File: src/rtl/sfr_pkg.sv
// ----------------------------------------------------------------------------
// sfr_pkg
// Shared constants and types for the sync-word frame receiver.
// ----------------------------------------------------------------------------
`default_nettype none

package sfr_pkg;

    localparam int BYTE_W      = 8;
    localparam int WORD_W      = 16;
    localparam int FRAME_LEN   = 18;
    localparam int HELD_COUNT  = 7;
    localparam int STAGE_BYTES = 2 * HELD_COUNT;
    localparam int STAGE_IDX_W = $clog2(STAGE_BYTES);
    localparam int POS_W       = $clog2(FRAME_LEN);

    localparam logic [WORD_W-1:0] START_WORD_RESET = 16'hABCD;

    localparam logic [POS_W-1:0] POS_HUNT    = POS_W'(0);
    localparam logic [POS_W-1:0] POS_HDR_HI  = POS_W'(1);
    localparam logic [POS_W-1:0] POS_BODY    = POS_W'(2);
    localparam logic [POS_W-1:0] POS_CHK_LO  = POS_W'(FRAME_LEN - 2);
    localparam logic [POS_W-1:0] POS_CHK_HI  = POS_W'(FRAME_LEN - 1);
    localparam logic [POS_W-1:0] POS_LIMIT   = POS_W'(FRAME_LEN);

    typedef logic [HELD_COUNT-1:0][WORD_W-1:0] held_words_t;

    typedef struct packed {
        logic        done;
        logic        ok;
        held_words_t words;
    } frame_evt_t;

endpackage

`default_nettype wire

File: src/rtl/sfr_in_stage.sv
// ----------------------------------------------------------------------------
// sfr_in_stage
// Input register for received bytes; holds a byte until the parser takes it.
// ----------------------------------------------------------------------------
`default_nettype none

module sfr_in_stage (
    input  wire logic                      clk,
    input  wire logic                      rst_n,
    input  wire logic                      in_valid,
    output logic                           in_stall,
    input  wire logic [sfr_pkg::BYTE_W-1:0] rx_byte,
    input  wire logic                      take,
    output logic                           byte_valid,
    output logic [sfr_pkg::BYTE_W-1:0]     byte_data
);
    import sfr_pkg::*;

    logic              valid_reg;
    logic              valid_next;
    logic [BYTE_W-1:0] data_reg;
    logic              load;

    assign in_stall   = valid_reg && !take;
    assign load       = in_valid && !in_stall;
    assign valid_next = load ? 1'b1 : (take ? 1'b0 : valid_reg);

    always_ff @(posedge clk or negedge rst_n)
    begin
        if (!rst_n)
        begin
            valid_reg <= 1'b0;
        end
        else
        begin
            valid_reg <= valid_next;
        end
    end

    always_ff @(posedge clk)
    begin
        if (load)
        begin
            data_reg <= rx_byte;
        end
    end

    assign byte_valid = valid_reg;
    assign byte_data  = data_reg;

    a_take_needs_byte: assert property (@(posedge clk) disable iff (!rst_n)
        take |-> valid_reg)
        else $error("parser took a byte that is not there");

endmodule

`default_nettype wire

File: src/rtl/sfr_frame.sv
// ----------------------------------------------------------------------------
// sfr_frame
// Header hunt, body capture and running xor check of one frame.
// ----------------------------------------------------------------------------
`default_nettype none

module sfr_frame (
    input  wire logic                       clk,
    input  wire logic                       rst_n,
    input  wire logic                       cfg_wr_en,
    input  wire logic [sfr_pkg::WORD_W-1:0] cfg_wr_data,
    input  wire logic                       byte_valid,
    input  wire logic [sfr_pkg::BYTE_W-1:0] byte_data,
    input  wire logic                       out_free,
    output logic                            take,
    output sfr_pkg::frame_evt_t             evt
);
    import sfr_pkg::*;

    logic [WORD_W-1:0]      start_word_reg;
    logic [POS_W-1:0]       pos_reg;
    logic [POS_W-1:0]       pos_next;
    logic [POS_W-1:0]       pos_eff;
    logic [BYTE_W-1:0]      acc_lo_reg;
    logic [BYTE_W-1:0]      acc_lo_next;
    logic [BYTE_W-1:0]      acc_hi_reg;
    logic [BYTE_W-1:0]      acc_hi_next;
    logic [BYTE_W-1:0]      chk_lo_reg;
    logic [BYTE_W-1:0]      chk_lo_next;
    logic [BYTE_W-1:0]      stage_reg  [STAGE_BYTES];
    logic [BYTE_W-1:0]      stage_next [STAGE_BYTES];
    logic [STAGE_IDX_W-1:0] stage_idx;
    logic [BYTE_W-1:0]      start_lo;
    logic [BYTE_W-1:0]      start_hi;
    logic                   last;

    assign start_lo  = start_word_reg[BYTE_W-1:0];
    assign start_hi  = start_word_reg[WORD_W-1:BYTE_W];
    assign pos_eff   = (pos_reg >= POS_LIMIT) ? POS_HUNT : pos_reg;
    assign stage_idx = STAGE_IDX_W'(pos_eff - POS_BODY);
    assign last      = (pos_eff == POS_CHK_HI);
    assign take      = byte_valid && (!last || out_free);

    always_comb
    begin
        pos_next    = pos_reg;
        acc_lo_next = acc_lo_reg;
        acc_hi_next = acc_hi_reg;
        chk_lo_next = chk_lo_reg;
        stage_next  = stage_reg;
        evt.done    = 1'b0;
        evt.ok      = 1'b0;
        for (int k = 0; k < HELD_COUNT; k++)
        begin
            evt.words[k] = {stage_reg[2*k+1], stage_reg[2*k]};
        end
        if (take)
        begin
            priority if (pos_eff == POS_HUNT)
            begin
                if (byte_data == start_lo)
                begin
                    acc_lo_next = byte_data;
                    pos_next    = POS_HDR_HI;
                end
                else
                begin
                    pos_next = POS_HUNT;
                end
            end
            else if (pos_eff == POS_HDR_HI)
            begin
                if (byte_data == start_hi)
                begin
                    acc_hi_next = byte_data;
                    pos_next    = POS_BODY;
                end
                else if (byte_data == start_lo)
                begin
                    acc_lo_next = byte_data;
                    pos_next    = POS_HDR_HI;
                end
                else
                begin
                    pos_next = POS_HUNT;
                end
            end
            else if (pos_eff == POS_CHK_LO)
            begin
                chk_lo_next = byte_data;
                pos_next    = POS_CHK_HI;
            end
            else if (last)
            begin
                evt.done = 1'b1;
                evt.ok   = (acc_lo_reg == chk_lo_reg) && (acc_hi_reg == byte_data);
                pos_next = POS_HUNT;
            end
            else
            begin
                for (int i = 0; i < STAGE_BYTES; i++)
                begin
                    if (stage_idx == STAGE_IDX_W'(i))
                    begin
                        stage_next[i] = byte_data;
                    end
                end
                if (pos_eff[0])
                begin
                    acc_hi_next = acc_hi_reg ^ byte_data;
                end
                else
                begin
                    acc_lo_next = acc_lo_reg ^ byte_data;
                end
                pos_next = pos_eff + POS_W'(1);
            end
        end
    end

    always_ff @(posedge clk or negedge rst_n)
    begin
        if (!rst_n)
        begin
            start_word_reg <= START_WORD_RESET;
            pos_reg        <= POS_HUNT;
        end
        else
        begin
            if (cfg_wr_en)
            begin
                start_word_reg <= cfg_wr_data;
            end
            pos_reg <= pos_next;
        end
    end

    always_ff @(posedge clk)
    begin
        acc_lo_reg <= acc_lo_next;
        acc_hi_reg <= acc_hi_next;
        chk_lo_reg <= chk_lo_next;
        stage_reg  <= stage_next;
    end

    a_pos_in_range: assert property (@(posedge clk) disable iff (!rst_n)
        pos_reg < POS_LIMIT)
        else $error("byte position out of frame");

    a_last_rewinds: assert property (@(posedge clk) disable iff (!rst_n)
        take && last |=> pos_reg == POS_HUNT)
        else $error("position not back to hunt after frame end");

    a_done_only_on_take: assert property (@(posedge clk) disable iff (!rst_n)
        evt.done |-> take && out_free)
        else $error("frame result without a free result register");

endmodule

`default_nettype wire

File: src/rtl/sfr_result.sv
// ----------------------------------------------------------------------------
// sfr_result
// Held feedback words and the result register toward the output channel.
// ----------------------------------------------------------------------------
`default_nettype none

module sfr_result (
    input  wire logic                clk,
    input  wire logic                rst_n,
    input  wire sfr_pkg::frame_evt_t evt,
    input  wire logic                out_stall,
    output logic                     out_free,
    output logic                     out_valid,
    output logic                     checksum_ok,
    output sfr_pkg::held_words_t     held
);
    import sfr_pkg::*;

    logic        valid_reg;
    logic        valid_next;
    logic        ok_reg;
    logic        ok_next;
    held_words_t held_reg;
    held_words_t held_next;

    assign out_free = !valid_reg || !out_stall;

    always_comb
    begin
        valid_next = valid_reg;
        ok_next    = ok_reg;
        held_next  = held_reg;
        if (evt.done)
        begin
            valid_next = 1'b1;
            ok_next    = evt.ok;
            if (evt.ok)
            begin
                held_next = evt.words;
            end
        end
        else if (!out_stall)
        begin
            valid_next = 1'b0;
        end
    end

    always_ff @(posedge clk or negedge rst_n)
    begin
        if (!rst_n)
        begin
            valid_reg <= 1'b0;
            ok_reg    <= 1'b0;
            held_reg  <= '0;
        end
        else
        begin
            valid_reg <= valid_next;
            ok_reg    <= ok_next;
            held_reg  <= held_next;
        end
    end

    assign out_valid   = valid_reg;
    assign checksum_ok = ok_reg;
    assign held        = held_reg;

    a_held_only_on_done: assert property (@(posedge clk) disable iff (!rst_n)
        !evt.done |=> $stable(held_reg))
        else $error("held feedback changed without a frame");

    a_fail_keeps_held: assert property (@(posedge clk) disable iff (!rst_n)
        evt.done && !evt.ok |=> $stable(held_reg) && !ok_reg)
        else $error("failed check touched held feedback");

endmodule

`default_nettype wire

File: src/rtl/sync_frame_receiver_xor_check_top.sv
// ----------------------------------------------------------------------------
// sync_frame_receiver_xor_check_top
// Result: the result register is loaded when the last frame byte is accepted
// and keeps its result for as long as out_stall holds it.
// Throughput: one byte per cycle unless stalled; input register feeds the parser, result
// register feeds the output, so a byte is taken while a result waits.
// A pending result stalls the input only when the next byte would end a frame.
// Reset: hunting the header, start word 0xABCD, held feedback all zero.
// ----------------------------------------------------------------------------
`default_nettype none

module sync_frame_receiver_xor_check_top (
    input  wire logic                       clk,
    input  wire logic                       rst_n,
    input  wire logic                       cfg_wr_en,
    input  wire logic [sfr_pkg::WORD_W-1:0] cfg_wr_data,
    input  wire logic                       in_valid,
    output logic                            in_stall,
    input  wire logic [sfr_pkg::BYTE_W-1:0] rx_byte,
    output logic                            out_valid,
    input  wire logic                       out_stall,
    output logic                            checksum_ok,
    output logic signed [sfr_pkg::WORD_W-1:0] command_one,
    output logic signed [sfr_pkg::WORD_W-1:0] command_two,
    output logic signed [sfr_pkg::WORD_W-1:0] speed_right,
    output logic signed [sfr_pkg::WORD_W-1:0] speed_left,
    output logic signed [sfr_pkg::WORD_W-1:0] battery_level,
    output logic signed [sfr_pkg::WORD_W-1:0] board_temperature,
    output logic [sfr_pkg::WORD_W-1:0]        led_bits
);
    import sfr_pkg::*;

    logic        take;
    logic        byte_valid;
    logic [BYTE_W-1:0] byte_data;
    logic        out_free;
    frame_evt_t  evt;
    held_words_t held;

    sfr_in_stage u_in_stage (
        .clk        (clk),
        .rst_n      (rst_n),
        .in_valid   (in_valid),
        .in_stall   (in_stall),
        .rx_byte    (rx_byte),
        .take       (take),
        .byte_valid (byte_valid),
        .byte_data  (byte_data)
    );

    sfr_frame u_frame (
        .clk         (clk),
        .rst_n       (rst_n),
        .cfg_wr_en   (cfg_wr_en),
        .cfg_wr_data (cfg_wr_data),
        .byte_valid  (byte_valid),
        .byte_data   (byte_data),
        .out_free    (out_free),
        .take        (take),
        .evt         (evt)
    );

    sfr_result u_result (
        .clk         (clk),
        .rst_n       (rst_n),
        .evt         (evt),
        .out_stall   (out_stall),
        .out_free    (out_free),
        .out_valid   (out_valid),
        .checksum_ok (checksum_ok),
        .held        (held)
    );

    assign command_one       = $signed(held[0]);
    assign command_two       = $signed(held[1]);
    assign speed_right       = $signed(held[2]);
    assign speed_left        = $signed(held[3]);
    assign battery_level     = $signed(held[4]);
    assign board_temperature = $signed(held[5]);
    assign led_bits          = held[6];

endmodule

`default_nettype wire

File: config.mk
export PLATFORM = sky130hd
export DESIGN_NAME = sync_frame_receiver_xor_check_top
export DESIGN_NICKNAME = d
export VERILOG_FILES = /design/src/rtl/sfr_pkg.sv /design/src/rtl/sfr_in_stage.sv /design/src/rtl/sfr_frame.sv /design/src/rtl/sfr_result.sv /design/src/rtl/sync_frame_receiver_xor_check_top.sv
export SDC_FILE = /design/constraint.sdc
export NUM_CORES = 1
export LEC_CHECK = 0
export ABC_AREA = 1
export BUFFER_PORTS_ARGS = -buffer_cell sky130_fd_sc_hd__buf_2
export CORE_MARGIN = 4
export CORE_UTILIZATION = 54
export CTS_BUF_LIST = sky130_fd_sc_hd__clkbuf_4
export CTS_CLUSTER_DIAMETER = 150
export CTS_CLUSTER_SIZE = 20
export DETAILED_ROUTE_END_ITERATION = 7
export GPL_ROUTABILITY_DRIVEN = 0
export GPL_TIMING_DRIVEN = 0
export PLACE_DENSITY = 0.78
export SLEW_MARGIN = 20
export SYNTH_ARGS = -nofsm -noshare
export SYNTH_HDL_FRONTEND = slang
export SYNTH_SLANG_ARGS = --single-unit
File: constraint.sdc
create_clock -name clk -period 2.4 [get_ports clk]
set_clock_uncertainty 0.1 [all_clocks]
set_input_delay 0.72 -clock clk [delete_from_list [all_inputs] [get_ports clk]]
set_output_delay 0.72 -clock clk [all_outputs]
set_load 0.03 [all_outputs]
==> impl_metrics.yaml <==
run_status:
  status: "complete, but fails checks"
  violations: "negative setup slack"
layout:
  drive_gt1_share_pct: 34.7
  num-fill-cells: 1363
  final_cell_mix: "257 x nand2_1, 144 x edfxtp_1, 143 x buf_2, 126 x dfrtp_1, 118 x o21ai_0"
  syn2layout_area_growth_pct: 24.4
  seq_area_um2: 7740
  multi_input_area_um2: 3210
  final_common_cell: "nand2_1"
  nets: 1225
synthesis:
  synth_largest_area_cell: "edfxtp_1"
  synth_area_um2: 11100
  ys_seq_area_share_pct: 69.7
  synth_compound_area_share_pct: 6.13
  muxShareOfSynthArea_pct: 0.811
  synth_top_family_by_area: "simple AND/OR/NAND/NOR gates"
  syn_nets: 996
  yosysTopAreaCellShare_pct: 38.9
  yosys.cell_types.count: 28
  yosysWarnings: 0
  avgSynthCellArea_um2: 11.5
  yosys.area_share.simple_pct: 16.7
  syn_inst: 963
  ys_seq_elements: 280
  synth_xor_area_share_pct: 1.66
  synthTopCellsByArea: "edfxtp_1 39%, dfrtp_1 28%, nand2_1 9.4%"
  synthAdderAreaFrac_pct: 0.451
global_route:
  antenna_found_initial: 1
  grt_usage_pct: 22.5
  grt-ovfl-total: 0
  grt_pass1_vias: 7292
  grt_max_degree: 93
  grt_pass1_wl_um: 39400
critical_path:
  path_class: "flip-flop to output port"
  startpoint_type: "flip-flop"
  critPathSlowestCell: "dfrtp_1"
  worstPathArrival_ns: 2.24
  cpLargestDelayFamily: "simple AND/OR/NAND/NOR gates"
  critPathCaptureType: "output port"
  crit_path_cell_trace: "inv_1, nand2_2, nand2_4, buf_4, nand2_2, nand4_4, inv_4, nand2_4, nor2_4, buf_6"
  critPathBufInv: 4
  cpPeakStageDelay_ns: 0.42
  crit_required_ns: 1.58
  worstPathMaxFanout: 9
drt:
  finalWirelength_um: 27600
  drc: 0
  post_drt_wl_per_cell_um: 18.7
  drtAntennaViolNets: 0
  dr.pass1.iters: 5
  drt-vias-per-instance: 5.36
  drtIter0Drc: 640
  num_vias: 7898
timing:
  setup_tns_ns: -68.78
  final_max_slew_viol_count: 0
  setup_slack_ns: -0.664
  fmax_mhz: 326
  max-slew-margin-rel_pct: 49.1
  worst_pin_slew_ns: 0.761
  fin_crit_sh_pct: 128
  rsz0062_at_grt: "yes"
  hold_viol_final: 0
  setup_violations: 278
  finalCriticalPeriod_ns: 3.06
floorplan:
  die_height_um: 151
  dieArea_um2: 22900
  die_w_um: 151
  io_pins: 144
  core-area_um2: 20200
  start_util_pct: 54.9
  row_count: 52
clock_tree:
  clockBufferDepth: 3
  path_clk_slew_ns: 0.21
  insertion_delay_ns: 0.68
  cts_max_level: 1
  cts-buffers-inserted: 17
  cts_root_buf: "clkbuf_4"
  cts_tree: "built"
  clock_sinks: 280
placed_design:
  port_buffers: 142
  hpwl_um: 15700
  dp_slack_ns: -0.737
power_and_ir_drop:
  power_density_nw_per_um2: 669
  irDropWorstVdd_v: 0.000447
  leakagePower_uw: 0.00666
min_path:
  hold_class: "input port to flip-flop"
flow_run:
  maxCapViolCount: 0
==> worst reg2reg max path, cell delays in order, from the launching register on <==
cell	delay [ns]
dfrtp_1	0.46
nor2_2	0.13
nand2_2	0.09
nand2_4	0.09
buf_6	0.11
nand2_4	0.05
ha_4	0.16
nand4_4	0.09
inv_4	0.05
nand2_4	0.08
buf_4	0.11
buf_6	0.08
buf_6	0.09
nand2_4	0.05
buf_12	0.13
buf_12	0.14
nor2_8	0.20
buf_12	0.19
buf_12	0.12
buf_16	0.11
nand2_2	0.05
nand2_1	0.06
==> worst paths after layout <==
kind	slack, ns	endpoint	start	cells after the start
setup / recovery	-0.66	in_stall	u_frame.pos_reg[3]$_DFFE_PN0P_	10
hold / removal	0.11	u_in_stage.byte_data[6]$_DFFE_PP_	rx_byte[6]	1
setup reg to reg	-0.41	u_result.held[86]$_DFFE_PN0P_	u_frame.pos_reg[2]$_DFFE_PN0P_	21
hold reg to reg	0.36	u_result.held[10]$_DFFE_PN0P_	u_frame.evt[10]$_DFFE_PP_	2
max in group asynchronous	1.03	u_result.held[101]$_DFFE_PN0P_	rst_n	3
min in group asynchronous	0.39	u_result.held[29]$_DFFE_PN0P_	rst_n	2
==> power by group <==
part           switching, µW  internal (µW)  total, µW
Clock                   1370            544       1920
Sequential               160           5360       5520
Combinational           1170            635       1800
==> repair_timing <==
action	4_1_cts	5_1_grt
endpoints found under the hold margin	34	0
buffers inserted	44	20
resized for setup	82	74
gates cloned	6	6
setup endpoints to repair	279	278
pin swaps	10	17
hold buffers	1	0
==> cells by family (layout without fill, tap and decap cells) <==
logic type / count (synthesis) / in the layout
XOR/XNOR: 21 / 21
AO/OA/AOI/OAI: 136 / 136
adder cells (fa/ha/maj): 4 / 4
AND/OR/NAND/NOR: 421 / 421
flip-flops: 280 / 280
other: 0 / 1
buffers and inverters: 93 / 333
multiplexers: 8 / 8
==> layout make-up <==
| class | count | area share (%) |
|---|---|---|
| diodes | 1 | 0.0181 |
| clock inverters | 1 | 0.0272 |
| multi-input cells | 590 | 23.2 |
| repair buffers | 219 | 12.7 |
| well taps | 270 | 2.45 |
| clock buffers | 29 | 1.58 |
| flip-flops and latches | 280 | 56.0 |
| plain buffers | 43 | 2.87 |
| inverters | 41 | 1.15 |
==> through the flow <==
stage	cells	total power (µW)	util [%]	area (µm²)	hold WS, ns
final	1474	9240	68.3	13800	0.107
after global placement	1375	6740	60.3	12200	0.328
after CTS	1449	8960	65.8	13300	0.0932
after floorplan	963	6440	-	11100	0.324
after detailed placement	1376	6810	60.5	12200	0.332
after global routing	1474	9650	68.3	13800	0.0677
==> cell usage after synthesis <==
cell type	number
clkbuf_1	34
inv_2	2
buf_6	2
nand2_1	277
dfstp_2	10
nor3_1	7
nand3_1	26
nand4_1	7
nand2_4	1
buf_12	8
nand3_2	1
o21ai_1	11
buf_2	6
inv_1	39
ha_1	4
edfxtp_1	144
nand4_4	1
mux2_2	8
nor2_1	32
nor2_8	1
xor2_1	9
o21ai_0	125
dfrtp_1	126
nor2_2	2
clkbuf_2	1
xnor2_1	12
buf_4	1
nand2_2	66
==> metal layers <==
layer / share of wire (%) / vias to the layer above / GRT usage, %
li1: - / 3658 / -
met1: 38 / 3810 / 30.0
met2: 51 / 348 / 37.6
met3: 7.8 / 82 / 3.86
met4: 3.9 / 0 / 7.89
met5: 0 / - / 0
(Power assumes the default switching activity.)
